`src/rtl/base64_stream_encoder_assert.svh`:
```
// ----------------------------------------------------------------------------
// Assertion macros for the Base64 stream encoder
// Clocked implication checks, reset-qualified, reporting by $error.
// ----------------------------------------------------------------------------
`ifndef BASE64_STREAM_ENCODER_ASSERT_SVH
`define BASE64_STREAM_ENCODER_ASSERT_SVH

// Same-cycle implication.
`define B64SE_ASSERT_NOW(lbl, clk, rst, ante, cons) \
  lbl: assert property (@(posedge clk) disable iff (rst) (ante) |-> (cons)) \
    else $error("b64se: same-cycle check failed");

// Next-cycle implication.
`define B64SE_ASSERT_NEXT(lbl, clk, rst, ante, cons) \
  lbl: assert property (@(posedge clk) disable iff (rst) (ante) |=> (cons)) \
    else $error("b64se: next-cycle check failed");

`endif

```
`src/rtl/b64se_pkg.sv`:
```
// ----------------------------------------------------------------------------
// b64se_pkg
// Shared types, character codes and the Base64 alphabet lookup.
// ----------------------------------------------------------------------------
`timescale 1ns / 1ps

package b64se_pkg;

  localparam int unsigned QUEUE_DEPTH = 2;
  localparam logic ESCAPE_PLUS_RESET = 1'b1;

  localparam logic [7:0] CHAR_PAD  = 8'h3D; // '='
  localparam logic [7:0] CHAR_PLUS = 8'h2B; // '+'
  localparam logic [7:0] CHAR_PCT  = 8'h25; // '%'
  localparam logic [7:0] CHAR_TWO  = 8'h32; // '2'
  localparam logic [7:0] CHAR_BIG_B = 8'h42; // 'B'

  // One group to encode: three bytes (zero padded) and how many of the
  // four output slots carry alphabet characters; the rest are pads.
  typedef struct packed {
    logic [23:0] group;
    logic [2:0]  nchar;
  } job_t;

  typedef struct packed {
    logic valid;
    logic full;
  } queue_status_t;

  function automatic logic [7:0] b64_char(input logic [5:0] v);
    logic [7:0] c;
    if (v inside {[6'd0:6'd25]}) begin
      c = 8'h41 + {2'b00, v};
    end else if (v inside {[6'd26:6'd51]}) begin
      c = 8'h61 + {2'b00, v} - 8'd26;
    end else if (v inside {[6'd52:6'd61]}) begin
      c = 8'h30 + {2'b00, v} - 8'd52;
    end else if (v == 6'd62) begin
      c = CHAR_PLUS;
    end else begin
      c = 8'h2F;
    end
    return c;
  endfunction

endpackage

```
`src/rtl/b64se_front.sv`:
```
// ----------------------------------------------------------------------------
// b64se_front
// Accepts raw bytes, gathers them into groups of three and issues a job
// whenever a group completes or the stream closes.
// ----------------------------------------------------------------------------
`timescale 1ns / 1ps

module b64se_front (
  input  logic                    clk,
  input  logic                    rst,
  input  logic                    in_valid,
  output logic                    in_ready,
  input  logic [7:0]              data_byte,
  input  logic                    last_byte,
  input  b64se_pkg::queue_status_t q_status,
  output logic                    push,
  output b64se_pkg::job_t         job
);
  import b64se_pkg::*;

  logic [1:0] count;
  logic [1:0] count_next;
  logic [7:0] pend0;
  logic [7:0] pend1;
  logic [1:0] cnt;
  logic       accept;
  logic       gen;

  assign in_ready = !q_status.full;
  assign accept   = in_valid && in_ready;
  // a stray count of three behaves as two
  assign cnt      = count[1] ? 2'd2 : count;

  always_comb begin
    gen        = 1'b0;
    job.group  = {pend0, pend1, data_byte};
    job.nchar  = 3'd4;
    count_next = count;
    if (cnt == 2'd2) begin
      gen        = 1'b1;
      count_next = 2'd0;
    end else begin
      count_next = cnt + 2'd1;
      if (last_byte) begin
        gen = 1'b1;
        if (cnt == 2'd0) begin
          job.group = {data_byte, 16'h0000};
          job.nchar = 3'd2;
        end else begin
          job.group = {pend0, data_byte, 8'h00};
          job.nchar = 3'd3;
        end
      end
    end
    if (last_byte) begin
      count_next = 2'd0;
    end
  end

  assign push = accept && gen;

  always_ff @(posedge clk) begin
    if (rst) begin
      count <= 2'd0;
    end else if (accept) begin
      count <= count_next;
    end
  end

  always_ff @(posedge clk) begin
    if (accept && cnt == 2'd0) begin
      pend0 <= data_byte;
    end
    if (accept && cnt == 2'd1) begin
      pend1 <= data_byte;
    end
  end

endmodule

```
`src/rtl/b64se_queue.sv`:
```
// ----------------------------------------------------------------------------
// b64se_queue
// Short job queue between the byte gatherer and the character sequencer.
// ----------------------------------------------------------------------------
`timescale 1ns / 1ps

module b64se_queue #(
  parameter int unsigned DEPTH = b64se_pkg::QUEUE_DEPTH
) (
  input  logic                     clk,
  input  logic                     rst,
  input  logic                     push,
  input  b64se_pkg::job_t          push_job,
  input  logic                     pop,
  output b64se_pkg::job_t          head_job,
  output b64se_pkg::queue_status_t status
);
  import b64se_pkg::*;

  localparam int unsigned PW = $clog2(DEPTH);
  localparam int unsigned CW = $clog2(DEPTH + 1);

  job_t          entries [DEPTH];
  logic [PW-1:0] head;
  logic [PW-1:0] tail;
  logic [CW-1:0] fill;

  function automatic logic [PW-1:0] wrap_inc(input logic [PW-1:0] p);
    return (p == PW'(DEPTH - 1)) ? '0 : p + 1'b1;
  endfunction

  assign head_job     = entries[head];
  assign status.valid = (fill != '0);
  assign status.full  = (fill == CW'(DEPTH));

  always_ff @(posedge clk) begin
    if (rst) begin
      head <= '0;
      tail <= '0;
      fill <= '0;
    end else begin
      if (push) begin
        tail <= wrap_inc(tail);
      end
      if (pop) begin
        head <= wrap_inc(head);
      end
      if (push && !pop) begin
        fill <= fill + 1'b1;
      end else if (pop && !push) begin
        fill <= fill - 1'b1;
      end
    end
  end

  always_ff @(posedge clk) begin
    if (push) begin
      entries[tail] <= push_job;
    end
  end

endmodule

```
`src/rtl/b64se_back.sv`:
```
// ----------------------------------------------------------------------------
// b64se_back
// Walks the four slots of the head job, with the optional percent escape of
// plus, into the output register: one character a cycle when not stalled.
// ----------------------------------------------------------------------------
`timescale 1ns / 1ps

module b64se_back (
  input  logic                     clk,
  input  logic                     rst,
  input  logic                     escape_plus,
  input  b64se_pkg::job_t          head_job,
  input  b64se_pkg::queue_status_t q_status,
  output logic                     pop,
  output logic                     out_valid,
  input  logic                     out_ready,
  output logic [7:0]               out_char,
  output logic                     last_char
);
  import b64se_pkg::*;

  logic [1:0] slot;
  logic [1:0] sub;
  logic [5:0] sext;
  logic [7:0] base_char;
  logic [7:0] emit_char;
  logic       esc;
  logic       slot_done;
  logic       load;

  always_comb begin
    case (slot)
      2'd0:    sext = head_job.group[23:18];
      2'd1:    sext = head_job.group[17:12];
      2'd2:    sext = head_job.group[11:6];
      2'd3:    sext = head_job.group[5:0];
      default: sext = head_job.group[5:0];
    endcase
  end

  assign base_char = ({1'b0, slot} >= head_job.nchar) ? CHAR_PAD : b64_char(sext);
  assign esc       = escape_plus && (base_char == CHAR_PLUS);
  assign slot_done = !esc || (sub == 2'd2);

  always_comb begin
    if (!esc) begin
      emit_char = base_char;
    end else begin
      case (sub)
        2'd0:    emit_char = CHAR_PCT;
        2'd1:    emit_char = CHAR_TWO;
        default: emit_char = CHAR_BIG_B;
      endcase
    end
  end

  assign load = q_status.valid && (!out_valid || out_ready);
  assign pop  = load && slot_done && (slot == 2'd3);

  always_ff @(posedge clk) begin
    if (rst) begin
      slot      <= 2'd0;
      sub       <= 2'd0;
      out_valid <= 1'b0;
    end else begin
      if (load) begin
        out_valid <= 1'b1;
        if (slot_done) begin
          sub  <= 2'd0;
          slot <= slot + 2'd1;
        end else begin
          sub <= sub + 2'd1;
        end
      end else if (out_ready) begin
        out_valid <= 1'b0;
      end
    end
  end

  always_ff @(posedge clk) begin
    if (load) begin
      out_char  <= emit_char;
      last_char <= slot_done && (slot == 2'd3);
    end
  end

endmodule

```
`src/rtl/base64_stream_encoder.sv`:
```
// ----------------------------------------------------------------------------
// base64_stream_encoder
// Streaming Base64 encoder with optional percent escape of plus.
// ----------------------------------------------------------------------------
// Input channel: one raw byte per item (data_byte, last_byte) on
// in_valid/in_ready. Output channel: one ASCII character per item
// (out_char, last_char) on out_valid/out_ready; last_char closes the
// characters caused by one input byte.
// Every third byte, and any byte flagged last_byte, releases a group of
// four characters ('=' pads on a short final group). With escape_plus
// set, each '+' leaves as the three characters '%', '2', 'B'.
// A group's job passes through the job queue and then the output
// register before its first character is valid.
// The output sequencer gives one character per cycle while a job waits
// and the receiver takes them; bytes that only join a group are taken
// whenever the queue is not full.
// A two-entry job queue lets bytes keep arriving while the receiver
// stalls; in_ready drops only when the queue is full.
// Reset clears the open group, the queue and the output register, and
// sets escape_plus to 1. cfg_we writes escape_plus at the next edge.
// ----------------------------------------------------------------------------
`timescale 1ns / 1ps

module base64_stream_encoder #(
  parameter int unsigned QUEUE_DEPTH = b64se_pkg::QUEUE_DEPTH
) (
  input  logic       clk,
  input  logic       rst,
  input  logic       cfg_we,
  input  logic       cfg_wdata,
  input  logic       in_valid,
  output logic       in_ready,
  input  logic [7:0] data_byte,
  input  logic       last_byte,
  output logic       out_valid,
  input  logic       out_ready,
  output logic [7:0] out_char,
  output logic       last_char
);
  import b64se_pkg::*;

  `include "base64_stream_encoder_assert.svh"

  logic          escape_plus;
  logic          push;
  logic          pop;
  job_t          push_job;
  job_t          head_job;
  queue_status_t q_status;

  always_ff @(posedge clk) begin
    if (rst) begin
      escape_plus <= ESCAPE_PLUS_RESET;
    end else if (cfg_we) begin
      escape_plus <= cfg_wdata;
    end
  end

  b64se_front u_front (
    .clk       (clk),
    .rst       (rst),
    .in_valid  (in_valid),
    .in_ready  (in_ready),
    .data_byte (data_byte),
    .last_byte (last_byte),
    .q_status  (q_status),
    .push      (push),
    .job       (push_job)
  );

  b64se_queue #(
    .DEPTH (QUEUE_DEPTH)
  ) u_queue (
    .clk      (clk),
    .rst      (rst),
    .push     (push),
    .push_job (push_job),
    .pop      (pop),
    .head_job (head_job),
    .status   (q_status)
  );

  b64se_back u_back (
    .clk         (clk),
    .rst         (rst),
    .escape_plus (escape_plus),
    .head_job    (head_job),
    .q_status    (q_status),
    .pop         (pop),
    .out_valid   (out_valid),
    .out_ready   (out_ready),
    .out_char    (out_char),
    .last_char   (last_char)
  );

  // a full queue must hold off new bytes
  `B64SE_ASSERT_NOW(a_no_overflow, clk, rst, q_status.full, !in_ready && !push)
  // a new group never opens with a pad
  `B64SE_ASSERT_NEXT(a_group_start, clk, rst, out_valid && out_ready && last_char,
    !out_valid || out_char != CHAR_PAD)
  // pads run to the end of their group without a gap
  `B64SE_ASSERT_NEXT(a_pad_run, clk, rst,
    out_valid && out_ready && out_char == CHAR_PAD && !last_char,
    out_valid && out_char == CHAR_PAD)

endmodule

```
`config.mk`:
```
export PLATFORM = sky130hd
export DESIGN_NAME = base64_stream_encoder
export DESIGN_NICKNAME = d
export VERILOG_FILES = /design/src/rtl/b64se_pkg.sv /design/src/rtl/b64se_front.sv /design/src/rtl/b64se_queue.sv /design/src/rtl/b64se_back.sv /design/src/rtl/base64_stream_encoder.sv
export VERILOG_INCLUDE_DIRS = /design/src /design/src/rtl
export SDC_FILE = /design/constraint.sdc
export NUM_CORES = 1
export LEC_CHECK = 0
export BUFFER_PORTS_ARGS = -buffer_cell sky130_fd_sc_hd__buf_2
export CORE_MARGIN = 3
export CORE_UTILIZATION = 61
export CTS_CLUSTER_DIAMETER = 120
export DETAILED_ROUTE_END_ITERATION = 16
export GPL_TIMING_DRIVEN = 1
export PLACE_DENSITY = 0.8
export SYNTH_ARGS = -nofsm -noshare
export SYNTH_HDL_FRONTEND = slang
export SYNTH_SLANG_ARGS = --single-unit
```
`constraint.sdc`:
```
create_clock -name clk -period 5.4 [get_ports clk]
set_input_delay 0 -clock clk [delete_from_list [all_inputs] [get_ports clk]]
set_output_delay 0 -clock clk [all_outputs]
set_load 0.01 [all_outputs]
```
==> results of run 1 <==
## layer usage
layer  vias up  part of all wire  track usage
met2       100              0.51       0.3887
met5         -                 0            0
met1      1513              0.42       0.2781
met4         0             0.025       0.1062
li1       1520                 -            -
met3        15             0.045      0.04062
## cell usage in the layout (no fill, tap or decap), types with 4 or more instances in the layout
cell	netlist	layout
a21oi_1	21	21
a22oi_1	7	7
and2_1	15	15
and3_1	4	4
buf_2	3	25
buf_4	0	6
clkbuf_8	0	10
dfxtp_1	13	13
dlygate4sd3_1	0	14
edfxtp_1	79	79
ha_1	21	21
inv_1	19	19
mux2_1	5	5
mux2_2	12	12
mux2i_1	11	11
nand2_1	43	43
nand2b_1	6	6
nand3_1	7	7
nand4_1	11	11
nor2_1	23	23
o21ai_0	16	16
xnor2_1	6	6
## synthesized netlist by cell type (all sizes together), types with 3 or more instances
library cell	instances	area [µm²]
nand2b	6	37.54
a21o	3	22.52
a221o	3	30.03
o21ai	17	85.08
dfxtp	13	260.3
nand3	7	35.03
buf	5	30.02
nor4	3	18.77
mux2	19	221.5
a21oi	21	105.1
ha	21	262.8
nand2	43	161.4
edfxtp	79	2372
mux2i	11	110.1
inv	20	77.58
and3	4	25.02
a31oi	3	25.02
and2	15	93.84
xnor2	6	52.55
nor2b	4	25.02
or3	3	18.77
a211oi	3	27.52
clkbuf	10	37.54
nor3	3	15.01
nor2	23	86.33
nand4	11	68.82
a22oi	7	52.55
## cell families (layout without fill, tap and decap cells)
| group | Yosys count | in the layout | share of synthesized area |
|---|---|---|---|
| mux | 30 | 30 | 0.07205 |
| compound gates | 75 | 75 | 0.1164 |
| flops | 92 | 92 | 0.5721 |
| xor+xnor | 8 | 8 | 0.01523 |
| buf+inv | 35 | 81 | 0.03154 |
| fa+ha+maj | 21 | 21 | 0.05710 |
| simple gates | 127 | 127 | 0.1357 |
## worst max path at each step
stage	to	slack (ns)	depth (start not counted)
global placement	u_queue.fill[1]$_SDFFE_PP0P_	0.31	17
finish	u_queue.fill[1]$_SDFFE_PP0P_	0.30	17
detailed placement	u_queue.fill[1]$_SDFFE_PP0P_	0.21	20
global route	u_queue.fill[1]$_SDFFE_PP0P_	0.04	17
floorplan	u_queue.fill[1]$_SDFFE_PP0P_	0.91	19
CTS	u_queue.fill[1]$_SDFFE_PP0P_	0.21	20
## repair_timing
action,4_1_cts,5_1_grt
hold endpoints to repair,26,0
resized for setup,0,3
setup endpoints to repair,0,1
hold buffers,14,0
## cell type report
| type | instances | area [µm²] | area share |
|---|---|---|---|
| sequential | 92 | 2633 | 0.5092 |
| timing repair buffer | 45 | 310.3 | 0.06002 |
| tap | 99 | 123.9 | 0.02396 |
| multi-input combinational | 261 | 1842 | 0.3562 |
| clock buffer | 11 | 141.4 | 0.02735 |
| inverter | 20 | 77.57 | 0.01500 |
| clock inverter | 5 | 42.54 | 0.008228 |
## sequential cells by signal, summed over array words and instances, names as in the netlist, named ones only
register / flops
u_queue.entries: 54
u_back.out_char: 8
u_front.pend0: 8
u_front.pend1: 8
u_back.slot: 2
u_back.sub: 2
u_front.count: 2
u_queue.fill: 2
escape_plus: 1
u_back.last_char: 1
u_back.out_valid: 1
u_queue.head: 1
u_queue.tail: 1
## power breakdown
| group | switching (mW) | internal, mW |
|---|---|---|
| clock | 0.244 | 0.185 |
| sequential | 0.0182 | 0.837 |
| combinational | 0.352 | 0.207 |
| total | 0.614 | 1.23 |
## stage by stage
stage               utilization  cells  total power [mW]
floorplan                     -    388             1.270
global placement         0.6628    503             1.403
detailed placement       0.6628    503             1.406
CTS                      0.7073    533             1.836
global route             0.7090    533             1.938
finish                   0.7090    533             1.843
## worst max-delay path, cell delays in order (launching register included)
cell and delay, ns:
dfxtp_1 0.51, mux2_2 0.39, a222oi_1 0.51, mux2_4 0.35, inv_4 0.08, ha_1 0.25
a221o_1 0.33, a21oi_1 0.17, o22ai_1 0.27, and4_1 0.29, and3_1 0.18, a2111o_1 0.43
a2111oi_4 0.28, a211oi_2 0.16, inv_1 0.09, ha_1 0.25, or3_1 0.37, a21oi_1 0.14
==> impl_metrics.tcl, run 1 <==
set metrics [dict create \
    cap_violations 0 \
    crit_fanout 9 \
    n_antenna_cell 0 \
    viasPerCell 5.906 \
    post-route-period-util 0.9447 \
    fillerInstances 538 \
    path_class "reg2reg" \
    drtIter0Drc 165 \
    dieArea_um2 8622 \
    initial_core_util 0.6311 \
    fin_tns_setup_ns 0 \
    cp.arrival_ns 5.40 \
    ys_warn_count 0 \
    gp_congestion 0.9509 \
    clk_latency_ns 0.36 \
    pre_cts_slack_ns 0.2145 \
    final_area_um2 5170 \
    vias 3148 \
    finClkSkew_ns 0.02344 \
    clk_path_buf_depth 2 \
    netlist_instances 388 \
    dr.pass1.iters 6 \
    clkTransAtPathRegs_ns 0.10 \
    post-dp-hpwl_mm 6.409 \
    synth_edf_count 79 \
    holdPathStages 4 \
    synth_nets 424 \
    coreArea_um2 7292 \
    ys_seq_area_frac 0.5721 \
    clkSinkCount 92 \
    nets 465 \
    fp.dieH_um 92.86 \
    startpoint_type "flip-flop" \
    powerDensity_nw_per_um2 356.5 \
    crit_required_ns 5.70 \
    async_flop_share 0 \
    area_growth_pct 12.34 \
    fin_crit_ns 5.101 \
    die_x_um 92.86 \
    setup_ws_ns 0.2988 \
    min_from "in_valid" \
    syn_area_um2 4602 \
    peakVddDrop_v 0.0002379 \
    core.rowCount 31 \
    slew_violations 0 \
    rsz0062_at_grt "no" \
    ys.flop_type "edfxtp_1" \
    wl_per_cell_um 17.13 \
    leakage_nw 1.879 \
    holdPathEnd "u_front.count[0]$_SDFFE_PP0P_" \
    synth_area_per_cell_um2 11.86 \
    status "complete, no violations" \
    cts-root-buf "clkbuf_8" \
    clock.fmax_mhz 196.0 \
    cts_setup_buffers 0 \
    drc 0 \
    grt_pass1_wl_mm 14.98 \
    cts_buffers 9 \
    worst_pin_slew_ns 1.094 \
    reg2reg_depth 17 \
    rrSetupSlack_ns 0.30 \
    cts_tree "done" \
    hold-worst-slack_ns 0.1546 \
    synthDistinctLibCells 54 \
    place_area_um2 4833 \
    slew_headroom 0.2651 \
    route.final.wire_length_mm 9.132 \
    htreeDepth 3 \
    r2r-end "u_queue.fill[1]$_SDFFE_PP0P_" \
    setup_viol 0 \
    ant_nets 0 \
    hold_viol 0 \
    gr-total-overflow 0 \
    ys_seq_elements 92 \
    end_kind "flip-flop" \
    port_buffers 25 \
    grt_usage 0.2268 \
    hp-class "in2reg" \
    grt_max_degree 30 \
    antenna_found_initial 0 \
    drive_above_1_share 0.1613 \
    first_global_vias 3080 \
    pin_count 26 \
]
No activity file was read; power rests on OpenSTA's default activity.
==> run 2: changes to the inputs <==
--- a/config.mk
+++ b/config.mk
@@ -12,7 +12,7 @@
 export CTS_CLUSTER_DIAMETER = 120
 export DETAILED_ROUTE_END_ITERATION = 16
 export GPL_TIMING_DRIVEN = 1
-export PLACE_DENSITY = 0.8
+export PLACE_DENSITY = 0.82
 export SYNTH_ARGS = -nofsm -noshare
 export SYNTH_HDL_FRONTEND = slang
 export SYNTH_SLANG_ARGS = --single-unit
==> run 2 against run 1 <==
Critical path type unchanged. Core utilization grew 0.069 points. Clock power increased by 10%. Worst setup slack gained 0.067 ns. Die area stayed put. Critical path depth unchanged. Largest cell class unchanged. Largest power group unchanged. Flip-flop and latch count is the same. Combinational power down 2%. Highest routed layer unchanged.
==> impl_metrics.tcl, run 2 (synthesized netlist as in run 1, its figures left out) <==
set metrics [dict create \
    final_cell_mix "edfxtp_1 (79), nand2_1 (43), buf_2 (25)" \
    cts_buffers 9 \
    core.rowCount 31 \
    slew_headroom 0.2339 \
    clock.fmax_mhz 198.6 \
    fin_tns_setup_ns 0 \
    setup_viol 0 \
    cap_violations 0 \
    leakage_nw 1.887 \
    htreeDepth 3 \
    clk_latency_ns 0.35 \
    clkSinkCount 92 \
    peakVddDrop_v 0.0003082 \
    rsz0062_at_grt "no" \
    max_flop_register "u_queue.entries" \
    vias 3158 \
    grt_usage 0.2229 \
    slew_violations 0 \
    route.final.wire_length_mm 9.052 \
    fp.dieH_um 92.86 \
    hold-worst-slack_ns 0.1396 \
    viasPerCell 5.936 \
    placed_cells 503 \
    layout_commonest_cell "edfxtp_1" \
    gp_congestion 0.9081 \
    min_from "in_valid" \
    hp-class "in2reg" \
    worst_pin_slew_ns 1.140 \
    fillerInstances 516 \
    hold_viol 0 \
    grt_max_degree 30 \
    grt_pass1_wl_mm 14.75 \
    pin_count 26 \
    drive_above_1_share 0.1640 \
    dieArea_um2 8622 \
    antenna_found_initial 0 \
    crit_fanout 9 \
    crit_required_ns 5.68 \
    cts_setup_buffers 0 \
    clkTransAtPathRegs_ns 0.09 \
    cts_tree "done" \
    ant_nets 0 \
    final_cells 532 \
    startpoint_type "flip-flop" \
    post-dp-hpwl_mm 6.377 \
    crit_chain "mux2_2 -> a222oi_1 -> mux2_4 -> inv_4 -> ha_1 -> a221o_1 -> a21oi_1 -> o22ai_1 -> and4_1 -> and3_1 -> a2111o_1 -> a2111oi_4 -> a211oi_2 -> inv_1 -> ha_1 -> or3_1 -> a21oi_1" \
    status "complete, no violations" \
    drc 0 \
    finalPower_mw 1.876 \
    finClkSkew_ns 0.01188 \
    nets 464 \
    end_kind "flip-flop" \
    initial_core_util 0.6311 \
    fin_crit_ns 5.034 \
    critPathSlowestCell "dfxtp_1" \
    path_class "reg2reg" \
    port_buffers 25 \
    wl_per_cell_um 17.02 \
    first_global_vias 3067 \
    final_core_util 0.7097 \
    n_antenna_cell 0 \
    cts-root-buf "clkbuf_8" \
    cp_slowest_stage_delay_ns 0.52 \
    drtIter0Drc 226 \
    largest_reg_flops 54 \
    area_growth_pct 12.45 \
    gr-total-overflow 0 \
    die_x_um 92.86 \
    coreArea_um2 7292 \
    post-route-period-util 0.9323 \
    clk_path_buf_depth 2 \
    dr.pass1.iters 5 \
    powerDensity_nw_per_um2 362.4 \
    cp.arrival_ns 5.32 \
]
==> run 2: cell count changes in the layout (fill, tap and decap cells not counted) <==
cell           delta
a31oi_2           +1
a31oi_4           -1
bufinv_16         +1
clkbuf_1          -1
clkinv_2          +1
clkinvlp_4        -1
dlygate4sd3_1     -1
==> run 2: metal layers <==
| metal | GRT usage | share of wire |
|---|---|---|
| met1 | 0.2828 | 0.41 |
| met2 | 0.3665 | 0.50 |
| met3 | 0.04793 | 0.055 |
| met4 | 0.1013 | 0.030 |
| met5 | 0 | 0 |
==> run 2: critical path, delay by kind of cell, from the launching register on <==
family	cells	cell delay (ns)
compound gates	8	2.23
fa+ha+maj	2	0.49
mux	2	0.73
buf+inv	2	0.17
flops	1	0.52
simple gates	3	0.84
==> run 2: final cells by class <==
cell class | instances | area (µm²) | area share
Sequential cell | 92 | 2633 | 0.5087
Clock buffer | 10 | 137.6 | 0.02660
Multi-Input combinational cell | 261 | 1833 | 0.3542
Clock inverter | 6 | 70.07 | 0.01354
Tap cell | 99 | 123.9 | 0.02394
Timing Repair Buffer | 44 | 300.3 | 0.05803
Inverter | 20 | 77.57 | 0.01499
==> run 2: path summary, 6_finish.rpt <==
check / cells after the start / endpoint / slack (ns)
max: 17 / u_queue.fill[1]$_SDFFE_PP0P_ / 0.37
min: 4 / u_front.count[1]$_SDFFE_PP0P_ / 0.14
max reg2reg: 17 / u_queue.fill[1]$_SDFFE_PP0P_ / 0.37
min reg2reg: 2 / u_back.sub[1]$_SDFFE_PP0P_ / 0.48
==> run 2: timing repair <==
item                                    4_1_cts  5_1_grt
gates resized for setup                       0        2
hold buffers                                 13        0
endpoints found under the hold margin        23        0
endpoints found under the setup margin        0        1
==> run 2: stage by stage <==
step / instance area, µm² / setup WS (ns)
after global routing: 5175 / 0.02784
final: 5175 / 0.3655
after CTS: 5171 / 0.2420
after detailed placement: 4833 / 0.2989
after global placement: 4833 / 0.4088
after floorplan: 4602 / 0.9074
==> run 2: where the power goes <==
group	switching [mW]	internal, mW	leakage [nW]
clock	0.241	0.231	0.101
sequential	0.0182	0.837	0.840
combinational	0.345	0.203	0.947
total	0.605	1.27	1.89
==> run 3: changes to the inputs <==
--- a/config.mk
+++ b/config.mk
@@ -11,8 +11,9 @@
 export CORE_UTILIZATION = 61
 export CTS_CLUSTER_DIAMETER = 120
 export DETAILED_ROUTE_END_ITERATION = 16
-export GPL_TIMING_DRIVEN = 1
+export GPL_TIMING_DRIVEN = 0
 export PLACE_DENSITY = 0.82
+export SKIP_LAST_GASP = 1
 export SYNTH_ARGS = -nofsm -noshare
 export SYNTH_HDL_FRONTEND = slang
 export SYNTH_SLANG_ARGS = --single-unit
==> run 3 against run 2 <==
Non-clock buffer count grew 12. Highest routed layer unchanged. First-iteration DRC count shrank 32%. Final area grew 1.4%. Routed wire length grew 4.1%. Combinational power grew 3%. Sequential power is essentially flat. Sequential share of layout area shrank 0.72 points. Clock power shrank 2%. Total power grew 0.55%. Global-route usage grew 0.45 points. Clock skew shrank 0.0011 ns. Via count grew 3.0%.
==> impl_metrics.tcl, run 3 (synthesized netlist as in run 1, its figures left out) <==
set metrics [dict create \
    grt_pass1_wl_mm 15.00 \
    clkTransAtPathRegs_ns 0.10 \
    post-dp-hpwl_mm 6.784 \
    nets 476 \
    reg2reg_depth 20 \
    fin_tns_setup_ns 0 \
    clock.fmax_mhz 193.7 \
    cts-root-buf "clkbuf_8" \
    end_kind "flip-flop" \
    cap_violations 0 \
    first_global_vias 3098 \
    path_class "reg2reg" \
    htreeDepth 3 \
    critPathSlowestCell "a2111o_1" \
    fp.dieH_um 92.86 \
    route.final.wire_length_mm 9.425 \
    dr.pass1.iters 5 \
    largest_reg_flops 54 \
    holdPathEnd "u_front.count[1]$_SDFFE_PP0P_" \
    startpoint_type "flip-flop" \
    initial_core_util 0.6311 \
    cts_tree "done" \
    port_buffers 25 \
    leakage_nw 1.925 \
    gr-total-overflow 0 \
    wl_per_cell_um 17.33 \
    final_cell_mix "edfxtp_1 (79), nand2_1 (43), buf_2 (28)" \
    final_area_um2 5249 \
    setup_viol 0 \
    seq_area_um2 2633 \
    crit_family "compound AO/OA/AOI/OAI gates" \
    die_x_um 92.86 \
    status "complete, no violations" \
    fillerInstances 505 \
    hold_viol 0 \
    setup_ws_ns 0.2383 \
    grt_usage 0.2274 \
    r2r-end "u_queue.fill[1]$_SDFFE_PP0P_" \
    vias 3253 \
    cp.arrival_ns 5.45 \
    area_growth_pct 14.06 \
    antenna_found_initial 0 \
    crit_buf_inv 4 \
    post-route-period-util 0.9559 \
    min_from "in_valid" \
    clk_latency_ns 0.36 \
    place_area_um2 4882 \
    pre_cts_slack_ns -0.06483 \
    grt_max_degree 28 \
    worstSetupPathDepth 20 \
    finClkSkew_ns 0.01076 \
    cp_slowest_stage_delay_ns 0.42 \
    rrSetupSlack_ns 0.24 \
    coreArea_um2 7292 \
    hp-class "in2reg" \
    slew_headroom 0.1915 \
    n_antenna_cell 0 \
    clkSinkCount 92 \
    timing.rr.start "u_back.slot[0]$_SDFFE_PP0P_" \
    drive_above_1_share 0.1685 \
    layout_commonest_cell "edfxtp_1" \
    multi_input_area_um2 1838 \
    fin_crit_ns 5.162 \
    powerDensity_nw_per_um2 359.3 \
    drc 0 \
    finalPower_mw 1.886 \
    max_flop_register "u_queue.entries" \
    core.rowCount 31 \
    clk_path_buf_depth 2 \
    crit_fanout 10 \
    ant_nets 0 \
    dieArea_um2 8622 \
    viasPerCell 5.980 \
    pin_count 26 \
    cts_buffers 9 \
    slew_violations 0 \
    holdPathStages 4 \
    gp_congestion 0.8969 \
    worst_pin_slew_ns 1.213 \
    crit_required_ns 5.69 \
    drtIter0Drc 154 \
    peakVddDrop_v 0.0002316 \
    crit_chain "inv_1 -> ha_1 -> clkbuf_1 -> nor2_1 -> nand3_1 -> nand3_1 -> inv_1 -> ha_1 -> a221o_1 -> a21oi_1 -> o22ai_2 -> and4_1 -> and3_1 -> a2111o_1 -> a2111oi_4 -> a211oi_2 -> inv_1 -> ha_1 -> or3_1 -> a21oi_1" \
]
==> run 3: per-layer routing <==
metal  vias up  GRT usage  share of wire
li1       1548          -              -
met1      1539     0.2685           0.40
met2       137     0.4067           0.51
met3        29    0.04468          0.056
met4         0    0.08791          0.030
met5         -          0              0
==> run 3: how the worst max path moves through the flow <==
| stage | slack (ns) | start | endpoint |
|---|---|---|---|
| global route | -0.01 | u_back.slot[0]$_SDFFE_PP0P_ | u_queue.fill[1]$_SDFFE_PP0P_ |
| finish | 0.24 | u_back.slot[0]$_SDFFE_PP0P_ | u_queue.fill[1]$_SDFFE_PP0P_ |
| detailed placement | -0.06 | u_back.slot[0]$_SDFFE_PP0P_ | u_queue.fill[1]$_SDFFE_PP0P_ |
| CTS | 0.008 | u_back.slot[0]$_SDFFE_PP0P_ | u_queue.fill[1]$_SDFFE_PP0P_ |
| global placement | 0.09 | u_back.slot[0]$_SDFFE_PP0P_ | u_queue.fill[1]$_SDFFE_PP0P_ |
| floorplan | 0.91 | u_back.slot[0]$_SDFFE_PP0P_ | u_queue.fill[1]$_SDFFE_PP0P_ |
==> run 3: final cells by class <==
class	instances	area share
flip-flops and latches	92	0.5015
multi-input cells	261	0.3502
clock buffers	10	0.02837
clock inverters	6	0.01192
repair buffers	43	0.05793
inverters	20	0.01478
well taps	99	0.02360
plain buffers	13	0.01168
==> run 3: timing repair <==
action	CTS	global route
pin swaps	2	1
hold buffers	13	0
setup buffers	2	1
resized for setup	0	4
setup endpoints to repair	1	1
hold endpoints to repair	24	0
==> run 3: worst min-delay path: cells and delay by family <==
family | cells | cell delay [ns]
and+or+nand+nor | 2 | 0.20
AOI/OAI and AO/OA | 1 | 0.19
buffers and inverters | 1 | 0.07
==> run 3: metrics by stage <==
stage	utilization	instances	hold WS [ns]
finish	0.7198	544	0.1407
global route	0.7198	544	0.1620
CTS	0.7184	545	0.1312
detailed placement	0.6695	514	0.2103
global placement	0.6652	512	0.2034
floorplan	-	388	0.09887
==> run 3: power breakdown <==
group	internal (mW)	total (mW)	switching, mW
combinational	0.212	0.567	0.355
sequential	0.837	0.855	0.0172
clock	0.207	0.464	0.257
